$ cat src/design/append_log_key_value_store_top_defines.svh
// assertion helpers used by the store controller
`ifndef APPEND_LOG_KEY_VALUE_STORE_TOP_DEFINES_SVH
`define APPEND_LOG_KEY_VALUE_STORE_TOP_DEFINES_SVH

// same-cycle implication, off during reset
`define KVS_ASSERT_IMP(lbl, clk, rst, ante, cons) \
   lbl: assert property (@(posedge clk) disable iff (rst) (ante) |-> (cons)) \
      else $error("assertion failed");

// next-cycle implication, off during reset
`define KVS_ASSERT_NEXT(lbl, clk, rst, ante, cons) \
   lbl: assert property (@(posedge clk) disable iff (rst) (ante) |=> (cons)) \
      else $error("assertion failed");

`endif

$ cat src/design/kvs_pkg.sv
`timescale 1ns / 1ps

package kvs_pkg;

   // field widths
   localparam int KEY_W  = 32;
   localparam int DATA_W = 32;
   localparam int STAT_W = 2;

   // default log depth
   localparam int SLOTS_DEFAULT = 64;

   typedef logic [STAT_W-1:0] kvs_status_type;

   // result status codes
   localparam kvs_status_type ST_OK        = 2'd0;
   localparam kvs_status_type ST_COMPACTED = 2'd1;
   localparam kvs_status_type ST_CLEARED   = 2'd2;
   localparam kvs_status_type ST_RESERVED  = 2'd3;

   // operation codes
   localparam logic OP_GET = 1'b0;
   localparam logic OP_SET = 1'b1;

   typedef struct packed {
      logic              opcode;
      logic [KEY_W-1:0]  key;
      logic [DATA_W-1:0] data;
   } kvs_req_type;

   typedef struct packed {
      logic [DATA_W-1:0] read_value;
      logic              found;
      kvs_status_type    status;
   } kvs_rsp_type;

   // finished result handed from the sequencer to the output register
   typedef struct packed {
      logic        valid;
      kvs_rsp_type rsp;
   } kvs_result_type;

endpackage

$ cat src/design/kvs_ram.sv
`timescale 1ns / 1ps

module kvs_ram #(
   parameter int WIDTH = 64,
   parameter int DEPTH = 64
) (
   input  logic                     clock,
   input  logic                     wr_en,
   input  logic [$clog2(DEPTH)-1:0] wr_addr,
   input  logic [WIDTH-1:0]         wr_data,
   input  logic                     rd_en,
   input  logic [$clog2(DEPTH)-1:0] rd_addr,
   output logic [WIDTH-1:0]         rd_data
);

   logic [WIDTH-1:0] mem_ff [DEPTH];
   logic [WIDTH-1:0] rd_data_ff;

   // single write port
   always_ff @(posedge clock) begin
      if (wr_en) begin
         mem_ff[wr_addr] <= wr_data;
      end
   end

   // registered read port
   always_ff @(posedge clock) begin
      if (rd_en) begin
         rd_data_ff <= mem_ff[rd_addr];
      end
   end

   assign rd_data = rd_data_ff;

endmodule

$ cat src/design/kvs_ctrl.sv
`timescale 1ns / 1ps
`include "append_log_key_value_store_top_defines.svh"

module kvs_ctrl #(
   parameter int SLOTS = kvs_pkg::SLOTS_DEFAULT
) (
   input  logic                                      clock,
   input  logic                                      reset,
   // request side
   input  logic                                      req_valid,
   output logic                                      req_stall,
   input  kvs_pkg::kvs_req_type                      req_payload,
   // finished result
   input  logic                                      out_free,
   output kvs_pkg::kvs_result_type                   result,
   // log memory
   output logic                                      wr_en,
   output logic [$clog2(SLOTS)-1:0]                  wr_addr,
   output logic [kvs_pkg::KEY_W+kvs_pkg::DATA_W-1:0] wr_data,
   output logic                                      rd_en,
   output logic [$clog2(SLOTS)-1:0]                  rd_addr,
   input  logic [kvs_pkg::KEY_W+kvs_pkg::DATA_W-1:0] rd_data
);

   localparam int AW      = $clog2(SLOTS);
   localparam int CW      = $clog2(SLOTS + 1);
   localparam int ENTRY_W = kvs_pkg::KEY_W + kvs_pkg::DATA_W;
   localparam logic [CW-1:0] LAST_IDX = CW'(SLOTS - 1);

   // sequencer states
   localparam logic [2:0] S_IDLE    = 3'd0;
   localparam logic [2:0] S_SCAN    = 3'd1;
   localparam logic [2:0] S_RESOLVE = 3'd2;
   localparam logic [2:0] S_DEL     = 3'd3;
   localparam logic [2:0] S_APPEND  = 3'd4;
   localparam logic [2:0] S_COMPACT = 3'd5;
   localparam logic [2:0] S_DONE    = 3'd6;

   logic [2:0]                  state_ff, state_in;
   logic [CW-1:0]               used_ff, used_in;
   logic [CW-1:0]               ra_ff, ra_in;
   logic                        pend_ff, pend_in;
   logic [AW-1:0]               pidx_ff, pidx_in;
   logic [CW-1:0]               wp_ff, wp_in;
   logic                        op_ff, op_in;
   logic [kvs_pkg::KEY_W-1:0]   key_ff, key_in;
   logic [kvs_pkg::DATA_W-1:0]  data_ff, data_in;
   logic                        hit_ff, hit_in;
   logic [AW-1:0]               pos_ff, pos_in;
   logic [kvs_pkg::DATA_W-1:0]  hval_ff, hval_in;
   kvs_pkg::kvs_rsp_type        res_ff, res_in;

   logic [kvs_pkg::KEY_W-1:0]   rd_key;
   logic [kvs_pkg::DATA_W-1:0]  rd_val;
   logic [CW-1:0]               app_idx;
   logic                        reserved;

   assign rd_key   = rd_data[ENTRY_W-1 -: kvs_pkg::KEY_W];
   assign rd_val   = rd_data[kvs_pkg::DATA_W-1:0];
   assign app_idx  = (used_ff > LAST_IDX) ? LAST_IDX : used_ff;
   assign reserved = (req_payload.key == '0) || (req_payload.key == '1);
   assign req_stall = (state_ff != S_IDLE);

   // sequencer
   always_comb begin
      state_in     = state_ff;
      used_in      = used_ff;
      ra_in        = ra_ff;
      pend_in      = pend_ff;
      pidx_in      = pidx_ff;
      wp_in        = wp_ff;
      op_in        = op_ff;
      key_in       = key_ff;
      data_in      = data_ff;
      hit_in       = hit_ff;
      pos_in       = pos_ff;
      hval_in      = hval_ff;
      res_in       = res_ff;
      wr_en        = 1'b0;
      wr_addr      = '0;
      wr_data      = '0;
      rd_en        = 1'b0;
      rd_addr      = ra_ff[AW-1:0];
      result.valid = 1'b0;
      result.rsp   = res_ff;
      unique case (state_ff)
         S_IDLE: begin
            if (req_valid) begin
               op_in   = req_payload.opcode;
               key_in  = req_payload.key;
               data_in = req_payload.data;
               ra_in   = '0;
               pend_in = 1'b0;
               hit_in  = 1'b0;
               if (reserved) begin
                  res_in.read_value = (req_payload.opcode == kvs_pkg::OP_SET) ?
                                      '0 : req_payload.data;
                  res_in.found      = 1'b0;
                  res_in.status     = kvs_pkg::ST_RESERVED;
                  state_in          = S_DONE;
               end else begin
                  state_in = S_SCAN;
               end
            end
         end
         // oldest-first search, one read issued per cycle
         S_SCAN: begin
            if (pend_ff && (rd_key == key_ff)) begin
               hit_in   = 1'b1;
               pos_in   = pidx_ff;
               hval_in  = rd_val;
               pend_in  = 1'b0;
               state_in = S_RESOLVE;
            end else if (ra_ff < used_ff) begin
               rd_en   = 1'b1;
               pend_in = 1'b1;
               pidx_in = ra_ff[AW-1:0];
               ra_in   = ra_ff + CW'(1);
            end else begin
               pend_in  = 1'b0;
               state_in = S_RESOLVE;
            end
         end
         S_RESOLVE: begin
            res_in.read_value = '0;
            res_in.found      = hit_ff;
            res_in.status     = kvs_pkg::ST_OK;
            if (op_ff == kvs_pkg::OP_GET) begin
               res_in.read_value = hit_ff ? hval_ff : data_ff;
               state_in          = S_DONE;
            end else if (hit_ff && (hval_ff == data_ff)) begin
               state_in = S_DONE;
            end else if (hit_ff) begin
               state_in = S_DEL;
            end else begin
               state_in = S_APPEND;
            end
         end
         // old slot gets the deleted marker
         S_DEL: begin
            wr_en    = 1'b1;
            wr_addr  = pos_ff;
            wr_data  = {{kvs_pkg::KEY_W{1'b0}}, hval_ff};
            state_in = S_APPEND;
         end
         S_APPEND: begin
            wr_en   = 1'b1;
            wr_addr = app_idx[AW-1:0];
            wr_data = {key_ff, data_ff};
            used_in = app_idx + CW'(1);
            if (app_idx == LAST_IDX) begin
               ra_in    = '0;
               pend_in  = 1'b0;
               wp_in    = '0;
               state_in = S_COMPACT;
            end else begin
               state_in = S_DONE;
            end
         end
         // live slots slide to the front while they are counted
         S_COMPACT: begin
            if (pend_ff && (rd_key != '0)) begin
               wr_en   = 1'b1;
               wr_addr = wp_ff[AW-1:0];
               wr_data = rd_data;
               wp_in   = wp_ff + CW'(1);
            end
            if (ra_ff < used_ff) begin
               rd_en   = 1'b1;
               pend_in = 1'b1;
               pidx_in = ra_ff[AW-1:0];
               ra_in   = ra_ff + CW'(1);
            end else begin
               pend_in = 1'b0;
               if (!pend_ff) begin
                  if (wp_ff >= LAST_IDX) begin
                     used_in       = '0;
                     res_in.status = kvs_pkg::ST_CLEARED;
                  end else begin
                     used_in       = wp_ff;
                     res_in.status = kvs_pkg::ST_COMPACTED;
                  end
                  state_in = S_DONE;
               end
            end
         end
         S_DONE: begin
            result.valid = out_free;
            if (out_free) begin
               state_in = S_IDLE;
            end
         end
         default: begin
            state_in = S_IDLE;
         end
      endcase
   end

   // control registers
   always_ff @(posedge clock) begin
      if (reset) begin
         state_ff <= S_IDLE;
         used_ff  <= '0;
         pend_ff  <= 1'b0;
      end else begin
         state_ff <= state_in;
         used_ff  <= used_in;
         pend_ff  <= pend_in;
      end
   end

   // working registers
   always_ff @(posedge clock) begin
      ra_ff   <= ra_in;
      pidx_ff <= pidx_in;
      wp_ff   <= wp_in;
      op_ff   <= op_in;
      key_ff  <= key_in;
      data_ff <= data_in;
      hit_ff  <= hit_in;
      pos_ff  <= pos_in;
      hval_ff <= hval_in;
      res_ff  <= res_in;
   end

   `KVS_ASSERT_IMP(a_used_bound, clock, reset, state_ff == S_IDLE, used_ff <= LAST_IDX)
   `KVS_ASSERT_IMP(a_no_rw_clash, clock, reset, rd_en && wr_en, rd_addr != wr_addr)
   `KVS_ASSERT_IMP(a_compact_behind, clock, reset, state_ff == S_COMPACT && wr_en, wp_ff <= CW'(pidx_ff))
   `KVS_ASSERT_IMP(a_result_room, clock, reset, result.valid, out_free)
   `KVS_ASSERT_NEXT(a_take_leaves_idle, clock, reset, state_ff == S_IDLE && req_valid, state_ff != S_IDLE)

endmodule

$ cat src/design/append_log_key_value_store_top.sv
`timescale 1ns / 1ps
// Append-only key/value log with in-place compaction.
// Request channel (req_valid, req_stall, req_payload): opcode get or set, a 32-bit key and
// 32-bit data. A transfer takes place on a clock edge with req_valid high and req_stall low.
// Result channel (rsp_valid, rsp_stall, rsp_payload): one result per request, in order,
// carrying read_value, found and status.
// Items are handled one at a time. A get or set walks the log from the oldest slot through
// the read port of the log memory, one slot per cycle; a set that fills the last slot adds
// a compaction pass over the log. Reserved keys skip the search and go straight to the result.
// The finished result sits in an output register, so the next request transfer is taken
// while rsp_valid waits; with rsp_stall high the result holds until it is taken, and a
// second finished result waits inside the block until the register frees.
// Reset (synchronous, active high) empties the log by clearing the slot count; memory
// contents are not swept since slots past the count are never read.
module append_log_key_value_store_top #(
   parameter int SLOTS = kvs_pkg::SLOTS_DEFAULT
) (
   input  logic                 clock,
   input  logic                 reset,
   input  logic                 req_valid,
   output logic                 req_stall,
   input  kvs_pkg::kvs_req_type req_payload,
   output logic                 rsp_valid,
   input  logic                 rsp_stall,
   output kvs_pkg::kvs_rsp_type rsp_payload
);

   localparam int AW      = $clog2(SLOTS);
   localparam int ENTRY_W = kvs_pkg::KEY_W + kvs_pkg::DATA_W;

   kvs_pkg::kvs_result_type result;
   logic                    out_free;
   logic                    wr_en;
   logic [AW-1:0]           wr_addr;
   logic [ENTRY_W-1:0]      wr_data;
   logic                    rd_en;
   logic [AW-1:0]           rd_addr;
   logic [ENTRY_W-1:0]      rd_data;

   logic                    rsp_valid_ff, rsp_valid_in;
   kvs_pkg::kvs_rsp_type    rsp_ff;

   // log memory, one slot per entry
   kvs_ram #(
      .WIDTH (ENTRY_W),
      .DEPTH (SLOTS)
   ) u_log (
      .clock   (clock),
      .wr_en   (wr_en),
      .wr_addr (wr_addr),
      .wr_data (wr_data),
      .rd_en   (rd_en),
      .rd_addr (rd_addr),
      .rd_data (rd_data)
   );

   kvs_ctrl #(
      .SLOTS (SLOTS)
   ) u_ctrl (
      .clock       (clock),
      .reset       (reset),
      .req_valid   (req_valid),
      .req_stall   (req_stall),
      .req_payload (req_payload),
      .out_free    (out_free),
      .result      (result),
      .wr_en       (wr_en),
      .wr_addr     (wr_addr),
      .wr_data     (wr_data),
      .rd_en       (rd_en),
      .rd_addr     (rd_addr),
      .rd_data     (rd_data)
   );

   // output register frees when empty or when its result transfers this cycle
   assign out_free = !rsp_valid_ff || !rsp_stall;

   always_comb begin
      if (result.valid) begin
         rsp_valid_in = 1'b1;
      end else begin
         rsp_valid_in = rsp_valid_ff && rsp_stall;
      end
   end

   always_ff @(posedge clock) begin
      if (reset) begin
         rsp_valid_ff <= 1'b0;
      end else begin
         rsp_valid_ff <= rsp_valid_in;
      end
   end

   always_ff @(posedge clock) begin
      if (result.valid) begin
         rsp_ff <= result.rsp;
      end
   end

   assign rsp_valid   = rsp_valid_ff;
   assign rsp_payload = rsp_ff;

endmodule
$ cat config.mk
export PLATFORM = sky130hd
export DESIGN_NAME = append_log_key_value_store_top
export DESIGN_NICKNAME = d
export VERILOG_FILES = /design/src/design/kvs_pkg.sv /design/src/design/kvs_ram.sv /design/src/design/kvs_ctrl.sv /design/src/design/append_log_key_value_store_top.sv
export VERILOG_INCLUDE_DIRS = /design/src /design/src/design
export SDC_FILE = /design/constraint.sdc
export NUM_CORES = 2
export LEC_CHECK = 0
export BUFFER_PORTS_ARGS = -buffer_cell sky130_fd_sc_hd__buf_2
export CAP_MARGIN = 20
export CORE_MARGIN = 2
export CORE_UTILIZATION = 40
export DETAILED_ROUTE_END_ITERATION = 7
export PLACE_DENSITY = 0.65
export SKIP_LAST_GASP = 1
export SYNTH_ARGS = -nofsm -noshare
export SYNTH_HDL_FRONTEND = slang
export SYNTH_SLANG_ARGS = --single-unit
$ cat constraint.sdc
create_clock -name clock -period 13 [get_ports clock]
set_input_delay 1.3 -clock clock [delete_from_list [all_inputs] [get_ports clock]]
set_output_delay 1.3 -clock clock [all_outputs]
set_load 0.05 [all_outputs]
==> impl_metrics.csv <==
group,metric,value,unit
setup_path,arrival,7530,ps
synth,ys_types,59,
detailed_routing,drtIter0Drc,12350,
cells_and_area,nets,7297,
detailed_routing,detail_route.wl_per_cell,33.79,um
cells_and_area,nFillCells,33700,
clocking,postCtsSetupBuffers,0,
grt,antenna_found_initial,15,
setup_path,reg2reg_to,"u_log.mem_ff[3][52]$_DFFE_PP_",
sta,rsz0062_at_grt,"no",
grt,grt_max_degree,155,
setup_path,timing.rr.start,"u_ctrl.state_ff[0]$_SDFFE_PP0P_",
synth,synth_area_leaders,"edfxtp_1 78%, mux4_2 17%, mux2i_1 0.47%",
min_path,hp-start,"u_ctrl.result[30]$_DFFE_PP_",
run_status,status,"finished clean",
grt,gr-usage-met3,3.874,%
clocking,cts-htree-levels,5,
placed_design,port_buffers,105,
setup_path,reg2reg_depth,9,
synth,synth_ff_type,"edfxtp_1",
die,dieArea,422400,um2
power,p_leak,58.26,nW
clocking,holdBufCountCts,0,
detailed_routing,detail_route.vias_per_cell,6.019,
power,ir_drop,0.0002050,V
grt,grt-busiest-layer,"met2",
grt,grt_overflow,0,
clocking,cts_buffers,412,
synth,synthCells,6797,
synth,synth_top_area_share,78.34,%
clocking,clkTransAtPathRegs,60,ps
sta,maxSlewViolCount,0,
cells_and_area,synthToLayoutAreaGrowth,13.14,%
synth,synth_edf_count,4354,
grt,grtUsageTotal,20.46,%
clocking,cts_tree,"built",
sta,setup_tns,0,ps
clocking,cts.path.max_buffers,4,
placed_design,dp_hpwl,234.7,mm
sta,setup_ws,5998,ps
synth,synth_top_area_cell,"edfxtp_1",
min_path,holdCritPathClass,"flip-flop to flip-flop",
synth,ys_seq_elements,4366,
clocking,cts_num_sinks,4366,
placed_design,routabilityCongestion,0.8358,
sta,slew-limit-headroom,8.678,%
sta,fin_crit,7002,ps
power,p_total,39.07,mW
run,max-cap-violations,0,
cells_and_area,stdcell_count,13060,
synth,postSynth.asyncResetShare,0,%
sta,hold_violations,0,
die,core,416000,um2
setup_path,path_max_fanout,45,
placed_design,dp_cells,12290,
detailed_routing,dr.pass1.iters,8,
sta,fin_crit_sh,53.86,%
synth,ys_seq_area_share,78.48,%
setup_path,worst_setup_path_start_kind,"flip-flop",
clocking,insertion_delay,950,ps
detailed_routing,vias,78590,
synth,synth_fp_nets,6875,
cells_and_area,multiInputGateArea,34700,um2
detailed_routing,drc,0,
min_path,hold_path_end,"rsp_payload[30]$_DFFE_PP_",
setup_path,worstSetupEndpointType,"flip-flop",
power,power.density,206.9,nW/um2
sta,holdWs,418.0,ps
grt,grt_pass1_vias,78570,
cells_and_area,final-seq-area,131000,um2
synth,ys_warn_count,0,
sta,final-setup-viol-count,0,
setup_path,worstPathRequired,13520,ps
grt,grt_util_met2,33.79,%
placed_design,place_ws,6157,ps
sta,fmax,0.1428,GHz
sta,worstMarginPinSlew,1370,ps
detailed_routing,drtAntennaViolNets,0,
sta,fin_skew,68.26,ps
clocking,post_cts_resized,0,
detailed_routing,finalWirelength,441.1,mm
setup_path,path_class,"flip-flop to flip-flop",
cells_and_area,drive_gt1_share,31.17,%
die,chipHeight,650.0,um
die,pin_count,106,
die,rows,237,
synth,synth_area,166900,um2
clocking,root_buffer,"clkbuf_16",
grt,grt_util_met1,27.54,%
die,start_util,40.12,%
synth,syn_area_per_cell,24.55,um2
grt,grt_pass1_wl,612.5,mm
min_path,hold_path_depth,0,
setup_path,r2r_slack,6000,ps
die,dieWidth,650.0,um
==> worst max path at each step <==
stage	slack, ps	start	cells after the start	endpoint
after global routing	5910	u_ctrl.state_ff[0]$_SDFFE_PP0P_	9	u_log.mem_ff[3][52]$_DFFE_PP_
after floorplan	7780	u_log.rd_data[37]$_DFFE_PP_	7	u_log.mem_ff[10][0]$_DFFE_PP_
final	6000	u_ctrl.state_ff[0]$_SDFFE_PP0P_	9	u_log.mem_ff[3][52]$_DFFE_PP_
after CTS	6110	u_ctrl.state_ff[0]$_SDFFE_PP0P_	9	u_log.mem_ff[3][52]$_DFFE_PP_
after global placement	6380	u_ctrl.state_ff[0]$_SDFFE_PP0P_	9	u_log.mem_ff[3][8]$_DFFE_PP_
after detailed placement	6160	u_ctrl.state_ff[0]$_SDFFE_PP0P_	9	u_log.mem_ff[3][8]$_DFFE_PP_
==> power breakdown <==
group / switching [mW] / internal, mW / leakage, nW
Combinational: 5.78 / 4.44 / 11.6
Sequential: 0.309 / 16.7 / 40.3
Clock: 5.12 / 6.70 / 6.42
Total: 11.2 / 27.9 / 58.3
==> Yosys cell counts (5+ instances only) <==
library cell	count
a222oi_1	32
nand2b_1	7
mux4_2	1296
a311oi_1	5
mux2i_1	78
a32oi_1	5
xnor2_1	62
a221oi_1	7
or2_2	6
a211o_1	7
nand2_1	73
a21o_1	11
ha_1	9
buf_1	39
inv_1	50
nand3_1	15
buf_4	25
nor3b_1	7
edfxtp_1	4354
buf_6	6
o21ai_1	8
a22o_1	33
xor2_1	14
nor2_1	104
a22oi_1	17
buf_2	110
a211oi_1	9
nor3_1	9
o221ai_1	8
nand4_1	32
dfxtp_1	12
a21oi_1	36
or3_1	7
clkbuf_1	180
o21ai_0	46
o22ai_1	13
o211ai_1	6
nor4_1	21
==> logic make-up after synthesis <==
| group | after synthesis | synth area share (%) |
|---|---|---|
| DFF | 4366 | 78.48 |
| AOI/OAI and AO/OA | 261 | 1.139 |
| adders and majority gates | 9 | 0.06747 |
| xor gates and xnor gates | 76 | 0.3988 |
| buffers and inverters | 410 | 1.088 |
| and+or+nand+nor | 298 | 0.8494 |
| muxes | 1377 | 17.98 |
==> registers in the layout (all words and copies together) (netlist names), 6 cells and up <==
signal          cells
u_ctrl.key_ff      32
u_ctrl.used_ff      7
u_log.mem_ff     4096
u_ctrl.pidx_ff      6
rsp_payload        35
u_ctrl.data_ff     32
u_ctrl.hval_ff     32
u_log.rd_data      64
u_ctrl.pos_ff       6
u_ctrl.result      35
u_ctrl.wp_ff        7
u_ctrl.ra_ff        7
==> through the flow <==
step                      area, um2  utilization (%)
final                        188800            45.39
after global routing         188800            45.39
after CTS                    188500            45.31
after detailed placement     175400            42.16
after global placement       175300            42.13
after floorplan              166900                -
==> metal layers <==
metal  up-vias  wire (um)
met5         -         16
met4         4      15550
met3       735      43250
met2      4433     217900
met1     43020     164400
li1      30400          -
==> critical path, stage by stage, from the launching register on <==
cell,delay (ps)
dfxtp_1,670
nand2b_1,360
nor2_1,840
o211a_4,610
buf_4,580
a221o_1,350
nand3_1,680
nor2_4,1040
buf_4,640
buf_4,720
==> cell type report <==
class	count	area share, %
sequential	4366	69.36
multi-input combinational	2021	18.38
clock buffer	509	5.788
tap	5497	3.642
timing repair buffer	368	1.561
clock inverter	237	1.156
inverter	50	0.1014
antenna	9	0.01193
==> cells in the final DEF, fill, tap and decap left out, types with 19 or more instances in the layout <==
cell type,count
a22o_1,19
clkbuf_1,85
buf_2,106
buf_4,227
bufinv_16,37
nand2_1,72
inv_1,45
a21oi_1,35
mux2i_1,78
a222oi_1,32
clkinv_1,83
nor2_4,64
clkinv_2,83
nand4_1,32
buf_12,29
o21ai_0,46
xnor2_1,62
nor2_1,39
edfxtp_1,4354
clkbuf_16,424
mux4_2,1296
Note: power is estimated with default switching activity, not from simulation.
